<file path="src/hw/rtl/indexed_list_insert_delete_unit_macros.svh">
// Assertion macros for the indexed list insert/delete unit.
`ifndef INDEXED_LIST_INSERT_DELETE_UNIT_MACROS_SVH
`define INDEXED_LIST_INSERT_DELETE_UNIT_MACROS_SVH

// Check a condition in the same cycle as its trigger.
`define ILIST_ASSERT_NOW(lbl, ante, cons, msg) \
    lbl: assert property (@(posedge i_clk) disable iff (!i_rst_n) \
        (ante) |-> (cons)) else $error(msg);

// Check a condition in the cycle after its trigger.
`define ILIST_ASSERT_NEXT(lbl, ante, cons, msg) \
    lbl: assert property (@(posedge i_clk) disable iff (!i_rst_n) \
        (ante) |=> (cons)) else $error(msg);

`endif

</file>
<file path="src/hw/rtl/ilist_pkg.sv">
// Shared types and constants of the indexed list insert/delete unit.
package ilist_pkg;

    localparam int DEF_CAPACITY = 64;
    localparam int POS_W        = 6;
    localparam int VAL_W        = 32;
    localparam int IDX_W        = 6;
    localparam int LEN_W        = 7;

    typedef enum logic [2:0] {
        MODE_CLEAR  = 3'd0,
        MODE_APPEND = 3'd1,
        MODE_DUMP   = 3'd2,
        MODE_INSERT = 3'd3,
        MODE_UPDATE = 3'd4,
        MODE_DELETE = 3'd5
    } t_mode;

    typedef enum logic [1:0] {
        ST_OK    = 2'd0,
        ST_RANGE = 2'd1,
        ST_FULL  = 2'd2,
        ST_EMPTY = 2'd3
    } t_status;

    typedef enum logic [2:0] {
        S_IDLE,
        S_INS,
        S_DEL,
        S_DUMP,
        S_FIN
    } t_state;

    typedef struct packed {
        t_mode                    mode;
        logic [POS_W-1:0]         position;
        logic signed [VAL_W-1:0]  value;
    } t_in_item;

    typedef struct packed {
        logic signed [VAL_W-1:0]  element;
        logic [IDX_W-1:0]         element_index;
        t_status                  status;
        logic [LEN_W-1:0]         length;
        logic                     last;
    } t_out_item;

endpackage

</file>
<file path="src/hw/rtl/ilist_ram.sv">
// Entry storage: one write port, one read port with registered read data.
module ilist_ram
    import ilist_pkg::*;
#(
    parameter int DEPTH = DEF_CAPACITY,
    localparam int AW   = $clog2(DEPTH)
) (
    input  logic                    i_clk,
    input  logic                    i_wr_en,
    input  logic [AW-1:0]           i_wr_addr,
    input  logic signed [VAL_W-1:0] i_wr_data,
    input  logic                    i_rd_en,
    input  logic [AW-1:0]           i_rd_addr,
    output logic signed [VAL_W-1:0] o_rd_data
);

    logic signed [VAL_W-1:0] r_mem [DEPTH];
    logic signed [VAL_W-1:0] r_rd_data;

    // Write one entry
    always_ff @(posedge i_clk) begin
        if (i_wr_en) begin
            r_mem[i_wr_addr] <= i_wr_data;
        end
    end

    // Read one entry; hold the data until the next read
    always_ff @(posedge i_clk) begin
        if (i_rd_en) begin
            r_rd_data <= r_mem[i_rd_addr];
        end
    end

    assign o_rd_data = r_rd_data;

endmodule

</file>
<file path="src/hw/rtl/indexed_list_insert_delete_unit.sv">
// Indexed list with clear, append, dump, insert, update and delete by position.
// Usage:
//   Input channel (i_in_valid / o_in_ready / i_in_data) carries one command
//   transaction: mode, position and value. Output channel (o_out_valid /
//   i_out_ready / o_out_data) carries result transactions.
//   Clear, append and update, and every failing command, finish in the accept
//   cycle when the output slot is free: the registered result appears in the
//   next cycle and a new command can follow in the next cycle.
//   Insert at position p with n elements moves n-p entries, one per cycle
//   through the single read and write port of the entry memory, then writes
//   the value. Delete at p moves n-p-1 entries, none at the last position.
//   Dump emits one element per cycle while the output is not stalled, after a
//   registered memory read, last set on the final element; an empty list
//   emits nothing. Modes six and seven are dropped without a result.
//   Reset empties the list (count zero); the entry memory is not cleared and
//   needs no sweep. A stalled receiver holds the result in the output
//   register; while idle, the command channel stays ready as a result waits,
//   and the sequencer waits only when its own next result has no free slot.
module indexed_list_insert_delete_unit
    import ilist_pkg::*;
#(
    parameter int CAPACITY = DEF_CAPACITY
) (
    input  logic      i_clk,
    input  logic      i_rst_n,
    input  logic      i_in_valid,
    output logic      o_in_ready,
    input  t_in_item  i_in_data,
    output logic      o_out_valid,
    input  logic      i_out_ready,
    output t_out_item o_out_data
);

`include "indexed_list_insert_delete_unit_macros.svh"

    localparam int AW  = $clog2(CAPACITY);
    localparam int CW  = $clog2(CAPACITY + 1);
    localparam int CW1 = CW + 1;
    localparam int PCW = ((CW > POS_W) ? CW : POS_W) + 1;

    t_state                  r_state, n_state;
    logic [CW-1:0]           r_count, n_count;
    logic [AW-1:0]           r_ptr, n_ptr;
    logic [AW-1:0]           r_pos, n_pos;
    logic signed [VAL_W-1:0] r_val, n_val;
    t_status                 r_status, n_status;
    logic                    r_fin_we, n_fin_we;
    logic                    r_out_valid;
    t_out_item               r_out, n_out;

    logic                    in_acc;
    logic                    slot_free;
    logic                    out_load;
    logic                    full;
    logic                    empty;
    logic [PCW-1:0]          pos_w;
    logic [PCW-1:0]          cnt_w;
    logic [AW-1:0]           pos_a;
    logic [AW-1:0]           cnt_a;
    logic                    imm_resp;
    t_status                 imm_status;

    logic                    wr_en;
    logic [AW-1:0]           wr_addr;
    logic signed [VAL_W-1:0] wr_data;
    logic                    rd_en;
    logic [AW-1:0]           rd_addr;
    logic signed [VAL_W-1:0] rd_data;

    ilist_ram #(
        .DEPTH (CAPACITY)
    ) u_ram (
        .i_clk     (i_clk),
        .i_wr_en   (wr_en),
        .i_wr_addr (wr_addr),
        .i_wr_data (wr_data),
        .i_rd_en   (rd_en),
        .i_rd_addr (rd_addr),
        .o_rd_data (rd_data)
    );

    // Decode handshake and list condition
    assign o_in_ready = (r_state == S_IDLE);
    assign in_acc     = i_in_valid && o_in_ready;
    assign slot_free  = !r_out_valid || i_out_ready;
    assign full       = (r_count >= CW'(CAPACITY));
    assign empty      = (r_count == '0);
    assign pos_w      = PCW'(i_in_data.position);
    assign cnt_w      = PCW'(r_count);
    assign pos_a      = AW'(i_in_data.position);
    assign cnt_a      = AW'(r_count);

    // Sequence commands, memory sweeps and result emission
    always_comb begin
        n_state    = r_state;
        n_count    = r_count;
        n_ptr      = r_ptr;
        n_pos      = r_pos;
        n_val      = r_val;
        n_status   = r_status;
        n_fin_we   = r_fin_we;
        wr_en      = 1'b0;
        wr_addr    = r_ptr;
        wr_data    = rd_data;
        rd_en      = 1'b0;
        rd_addr    = r_ptr;
        out_load   = 1'b0;
        n_out      = '0;
        n_out.status = ST_OK;
        n_out.last = 1'b1;
        imm_resp   = 1'b0;
        imm_status = ST_OK;

        unique case (r_state)
            S_IDLE: begin
                if (in_acc) begin
                    unique case (i_in_data.mode)
                        MODE_CLEAR: begin
                            n_count  = '0;
                            imm_resp = 1'b1;
                        end
                        MODE_APPEND: begin
                            imm_resp = 1'b1;
                            if (full) begin
                                imm_status = ST_FULL;
                            end else begin
                                wr_en   = 1'b1;
                                wr_addr = cnt_a;
                                wr_data = i_in_data.value;
                                n_count = r_count + CW'(1);
                            end
                        end
                        MODE_DUMP: begin
                            if (!empty) begin
                                rd_en   = 1'b1;
                                rd_addr = '0;
                                n_ptr   = '0;
                                n_state = S_DUMP;
                            end
                        end
                        MODE_INSERT: begin
                            if (full) begin
                                imm_resp   = 1'b1;
                                imm_status = ST_FULL;
                            end else if (pos_w > cnt_w) begin
                                imm_resp   = 1'b1;
                                imm_status = ST_RANGE;
                            end else if (pos_w == cnt_w) begin
                                imm_resp = 1'b1;
                                wr_en    = 1'b1;
                                wr_addr  = pos_a;
                                wr_data  = i_in_data.value;
                                n_count  = r_count + CW'(1);
                            end else begin
                                rd_en    = 1'b1;
                                rd_addr  = cnt_a - AW'(1);
                                n_ptr    = cnt_a;
                                n_pos    = pos_a;
                                n_val    = i_in_data.value;
                                n_status = ST_OK;
                                n_count  = r_count + CW'(1);
                                n_state  = S_INS;
                            end
                        end
                        MODE_UPDATE: begin
                            imm_resp = 1'b1;
                            if (empty) begin
                                imm_status = ST_EMPTY;
                            end else if (pos_w >= cnt_w) begin
                                imm_status = ST_RANGE;
                            end else begin
                                wr_en   = 1'b1;
                                wr_addr = pos_a;
                                wr_data = i_in_data.value;
                            end
                        end
                        MODE_DELETE: begin
                            if (empty) begin
                                imm_resp   = 1'b1;
                                imm_status = ST_EMPTY;
                            end else if (pos_w >= cnt_w) begin
                                imm_resp   = 1'b1;
                                imm_status = ST_RANGE;
                            end else if ((pos_w + PCW'(1)) < cnt_w) begin
                                rd_en    = 1'b1;
                                rd_addr  = pos_a + AW'(1);
                                n_ptr    = pos_a;
                                n_status = ST_OK;
                                n_count  = r_count - CW'(1);
                                n_state  = S_DEL;
                            end else begin
                                imm_resp = 1'b1;
                                n_count  = r_count - CW'(1);
                            end
                        end
                        default: begin
                        end
                    endcase

                    // Emit the result now, or park it until the slot frees
                    if (imm_resp) begin
                        if (slot_free) begin
                            out_load     = 1'b1;
                            n_out.status = imm_status;
                            n_out.length = LEN_W'(n_count);
                        end else begin
                            n_status = imm_status;
                            n_fin_we = 1'b0;
                            n_state  = S_FIN;
                        end
                    end
                end
            end
            S_INS: begin
                // Move one entry up; fetch the one below it
                wr_en   = 1'b1;
                wr_addr = r_ptr;
                wr_data = rd_data;
                if ((r_ptr - AW'(1)) == r_pos) begin
                    n_fin_we = 1'b1;
                    n_state  = S_FIN;
                end else begin
                    rd_en   = 1'b1;
                    rd_addr = r_ptr - AW'(1) - AW'(1);
                    n_ptr   = r_ptr - AW'(1);
                end
            end
            S_DEL: begin
                // Move one entry down; fetch the one above the next target
                wr_en   = 1'b1;
                wr_addr = r_ptr;
                wr_data = rd_data;
                if ((CW1'(r_ptr) + CW1'(1)) < CW1'(r_count)) begin
                    rd_en   = 1'b1;
                    rd_addr = r_ptr + AW'(1) + AW'(1);
                    n_ptr   = r_ptr + AW'(1);
                end else begin
                    n_fin_we = 1'b0;
                    n_state  = S_FIN;
                end
            end
            S_DUMP: begin
                // Emit one element and prefetch the next
                if (slot_free) begin
                    out_load            = 1'b1;
                    n_out.element       = rd_data;
                    n_out.element_index = IDX_W'(r_ptr);
                    n_out.length        = LEN_W'(r_count);
                    n_out.last          = ((CW1'(r_ptr) + CW1'(1)) == CW1'(r_count));
                    if (n_out.last) begin
                        n_state = S_IDLE;
                    end else begin
                        rd_en   = 1'b1;
                        rd_addr = r_ptr + AW'(1);
                        n_ptr   = r_ptr + AW'(1);
                    end
                end
            end
            S_FIN: begin
                // Place the value of an insert, if any, and emit the status result
                wr_en   = r_fin_we;
                wr_addr = r_pos;
                wr_data = r_val;
                if (slot_free) begin
                    out_load     = 1'b1;
                    n_out.status = r_status;
                    n_out.length = LEN_W'(r_count);
                    n_fin_we     = 1'b0;
                    n_state      = S_IDLE;
                end
            end
            default: begin
                n_state = S_IDLE;
            end
        endcase
    end

    // Hold control state
    always_ff @(posedge i_clk) begin
        if (!i_rst_n) begin
            r_state  <= S_IDLE;
            r_count  <= '0;
            r_fin_we <= 1'b0;
        end else begin
            r_state  <= n_state;
            r_count  <= n_count;
            r_fin_we <= n_fin_we;
        end
    end

    // Hold command context
    always_ff @(posedge i_clk) begin
        r_ptr    <= n_ptr;
        r_pos    <= n_pos;
        r_val    <= n_val;
        r_status <= n_status;
    end

    // Output register: load a result, drop it once taken
    always_ff @(posedge i_clk) begin
        if (!i_rst_n) begin
            r_out_valid <= 1'b0;
        end else if (out_load) begin
            r_out_valid <= 1'b1;
        end else if (i_out_ready) begin
            r_out_valid <= 1'b0;
        end
    end

    always_ff @(posedge i_clk) begin
        if (out_load) begin
            r_out <= n_out;
        end
    end

    assign o_out_valid = r_out_valid;
    assign o_out_data  = r_out;

    // Checks
    `ILIST_ASSERT_NOW(a_count_cap, 1'b1, r_count <= CW'(CAPACITY), "count above capacity")
    `ILIST_ASSERT_NOW(a_load_free, out_load, !r_out_valid || i_out_ready, "result overwritten")
    `ILIST_ASSERT_NOW(a_dump_idx, r_state == S_DUMP, CW1'(r_ptr) < CW1'(r_count), "dump past end")
    `ILIST_ASSERT_NOW(a_port_clash, wr_en && rd_en, wr_addr != rd_addr, "read and write collide")
    `ILIST_ASSERT_NEXT(a_ins_len, r_state == S_INS && n_state == S_FIN, r_fin_we, "insert value lost")

endmodule
</file>
<file path="config.mk">
export PLATFORM = sky130hd
export DESIGN_NAME = indexed_list_insert_delete_unit
export DESIGN_NICKNAME = d
export VERILOG_FILES = /design/src/hw/rtl/ilist_pkg.sv /design/src/hw/rtl/ilist_ram.sv /design/src/hw/rtl/indexed_list_insert_delete_unit.sv
export VERILOG_INCLUDE_DIRS = /design/src /design/src/hw/rtl
export SDC_FILE = /design/constraint.sdc
export NUM_CORES = 2
export LEC_CHECK = 0
export ABC_AREA = 1
export ABC_CLOCK_PERIOD_IN_PS = 6670
export BUFFER_PORTS_ARGS = -buffer_cell sky130_fd_sc_hd__buf_2
export CAP_MARGIN = 20
export CORE_ASPECT_RATIO = 1.4
export CORE_MARGIN = 4
export CORE_UTILIZATION = 30
export DETAILED_ROUTE_END_ITERATION = 7
export GPL_ROUTABILITY_DRIVEN = 0
export PLACE_DENSITY = 0.45
export SYNTH_ARGS = -nofsm -noshare
export SYNTH_HDL_FRONTEND = slang
export SYNTH_SLANG_ARGS = --single-unit
</file>
<file path="constraint.sdc">
create_clock -name i_clk -period 6.67 [get_ports i_clk]
set_input_delay 0.667 -clock i_clk [delete_from_list [all_inputs] [get_ports i_clk]]
set_output_delay 0.667 -clock i_clk [all_outputs]
set_load 0.005 [all_outputs]
</file>
==> impl_metrics.toml <==
[status]
status = "finished clean"

[worst_setup_path]
reg2reg_from = "r_ptr[2]$_DFFE_PP_"
start_kind = "register"
crit_fanout = 87
r2r_cells = 21
cp_data_arrival_time_ns = 6.63
required_ns = 7.38
cp-end-kind = "register"
crit_type = "register to register"
startpoint = "r_ptr[2]$_DFFE_PP_"

[power]
ir_worst_vdd_v = 0.0006577
p_int_mw = 34.06
combPwrFrac = 0.498
p_sw_mw = 29.83
p_leak_nw = 41.74
seqPwrFrac = 0.310
swShare = 0.4670
clkPwrFrac = 0.192
power_density_nw_per_um2 = 582.9

[timing]
relSlewSlack = 0.2404
hold_violations = 0
fin_hold_ws_ns = 0.08851
post-route-min-period_ns = 5.919
tightest_slew_ns = 1.139
worst_slack_ns = 0.7511
setup_viol_count_final = 0
skew_ns = 0.06666
final.period_utilization = 0.8874
drv_slew = 0
tns_ns = 0
rsz0062_at_grt = "no"
fmax_ghz = 0.1690

[floorplan]
die_area_um2 = 327300
die_h_um = 675.4
start_util = 0.3020
die_x_um = 484.7
design.core.area_um2 = 316000
ios = 95
std_cell_rows = 244

[layout]
drive_gt1_frac = 0.08835
num-fill-cells = 31310
area_delta_synth_final_pct = 14.85
utilization = 0.3469
num-nets-final = 9028

[global_routing]
grt_overflow = 0
first_global_vias = 66250
grt_usage = 0.1947
grt_max_degree = 159
grt_pass1_wl_um = 477700
antenna_found_initial = 14

[synthesis]
yosys-top-cells-area = "edfxtp_1 68%, nand3_1 12%, nand2_1 11%, inv_1 2.1%, buf_2 1.5%"
avgSynthCellArea_um2 = 10.69
synth_nets = 9009
yosysTopAreaCellShare = 0.6840
async_flop_share = 0
ys.warnings.count = 0
synth-seq-area-share = 0.6865
synthTopCellsByCount = "2829 x nand2_1, 2221 x nand3_1, 2174 x edfxtp_1"
synth_seq_cells = 2186
yosysMostFrequentCell = "nand2_1"
synth_cell_types = 50
synth_top_cell_by_area = "edfxtp_1"
syn_area_um2 = 95440
syn_inst = 8932
synthFlopType = "edfxtp_1"
synth-edff-count = 2174

[placed_design]
dpl.hpwl_um = 187300
dpl_worst_slack_ns = 0.8124
io_buffers = 94

[route]
ant_nets = 0
finalWirelength_um = 327900
wl_per_cell_um = 24.64
vias_per_cell = 5.094
num_vias = 67790
drt-initial-drc-count = 6218
drc = 0
dr.pass1.iters = 6

[clocking]
ctsHoldBuffers = 35
cts_tree = "yes"
cts_max_level = 4
cts_resized = 0
clkLatencyLatePin_ns = 0.91
ctsLongestPathBuffers = 4
post_cts.repair.setup_buffers = 0
cts_made_buffers = 216
root_buffer = "clkbuf_16"
clk_pin_slew_worst_paths_ns = 0.06
numClockSinks = 2186

[flow_run]
drv_cap = 0

[worst_hold_path]
worstHoldStart = "i_in_data[34]"
hp-class = "input pin to register"
hold_path_depth = 1
-- per-layer routing --
layer  routed length [µm]  GRT usage
met2               165400     0.3455
met3                17000    0.02255
met4                10620    0.06222
met5                    7          0
met1               134900     0.2474
-- cells by family (layout without fill, tap and decap cells) --
kind of cell               Yosys count  in the layout  synth area share
other                                0              4                 0
adders and majority gates           32             32          0.004195
xor gates and xnor gates            23             23          0.002111
buffers and inverters             1145           1336           0.05050
DFF                               2186           2186            0.6865
and+or+nand+nor                   5296           5296            0.2405
AOI/OAI and AO/OA                  250            250           0.01613
-- power groups by stage --
stage | sequential, mW | clock (mW) | combinational (mW)
2_1_floorplan | 20.3 | 0 | 18.7
3_5_place_dp | 20.1 | 0 | 31.9
6_report | 19.8 | 12.3 | 31.8
5_1_grt | 19.9 | 13.1 | 34.7
3_3_place_gp | 20.1 | 0 | 31.9
4_1_cts | 19.8 | 12.6 | 32.0
-- state kept, by name (all words and copies together) (netlist names) --
register and count:
u_ram.r_mem 2048, o_out_data 48, r_val 32, u_ram.o_rd_data 32, r_count 7, r_pos 6
r_ptr 6, r_state 3, r_status 2, o_out_valid 1, r_fin_we 1
-- worst paths after layout --
| check | end | slack, ns |
|---|---|---|
| worst max-delay path | u_ram.o_rd_data[30]$_DFFE_PP_ | 0.75 |
| worst min-delay path | r_pos[2]$_DFFE_PP_ | 0.09 |
| worst max register to register | u_ram.o_rd_data[30]$_DFFE_PP_ | 0.75 |
| worst min register to register | r_fin_we$_SDFFE_PN0P_ | 0.57 |
-- worst max-delay path, stage by stage (launching register included) --
cell and delay [ns]:
edfxtp_1 0.73, ha_1 0.31, nand4_1 0.12, xor2_1 0.24
inv_1 0.14, ha_1 0.31, a21o_1 0.18, a21oi_1 0.22
nand2_1 0.11, a21oi_1 0.13, nand3_1 0.08, nor2_1 0.66
nor2_1 0.16, nor2_4 0.50, buf_12 0.43, buf_12 0.34
nand2_1 0.10, nand3_1 0.09, nand3_1 0.13, nand3_1 0.19
nand3_1 0.32, nand2_1 0.15
-- cells in the final DEF (no fill, tap or decap), drive strengths merged, types with 2 or more instances in the layout --
cell,count
xor2,20
ha,32
o2111ai,4
nand3b,34
inv,557
o21ai,96
a221oi,2
nor2,172
dfxtp,12
xnor2,3
a21oi,48
clkinvlp,11
nand3,2222
o31ai,5
edfxtp,2174
a211oi,5
diode,4
dlygate4sd3,35
a31oi,6
bufinv,21
buf,357
nand4,20
a2111oi,2
nand2,2835
o211ai,14
nor3,10
o22ai,15
clkbuf,266
a22oi,35
clkinv,89
o221ai,12
-- layout make-up --
type                       instances  area [µm²]  area share
tap                             4182        5233     0.04774
multi-input combinational       5601       25990      0.2371
timing repair buffer             392        3884     0.03543
antenna                            4       10.01  0.00009132
clock buffer                     266        5688     0.05189
inverter                         554        2088     0.01905
clock inverter                   124        1196     0.01091
sequential                      2186       65520      0.5977
-- metrics by stage --
step | total power, mW | instance area [µm²] | std cells
floorplan | 39.06 | 95440 | 8932
global placement | 51.96 | 102400 | 12880
detailed placement | 52.01 | 102400 | 12880
CTS | 64.42 | 109600 | 13300
global route | 67.68 | 109600 | 13310
finish | 63.89 | 109600 | 13310
No activity file was read; power rests on OpenSTA's default activity.
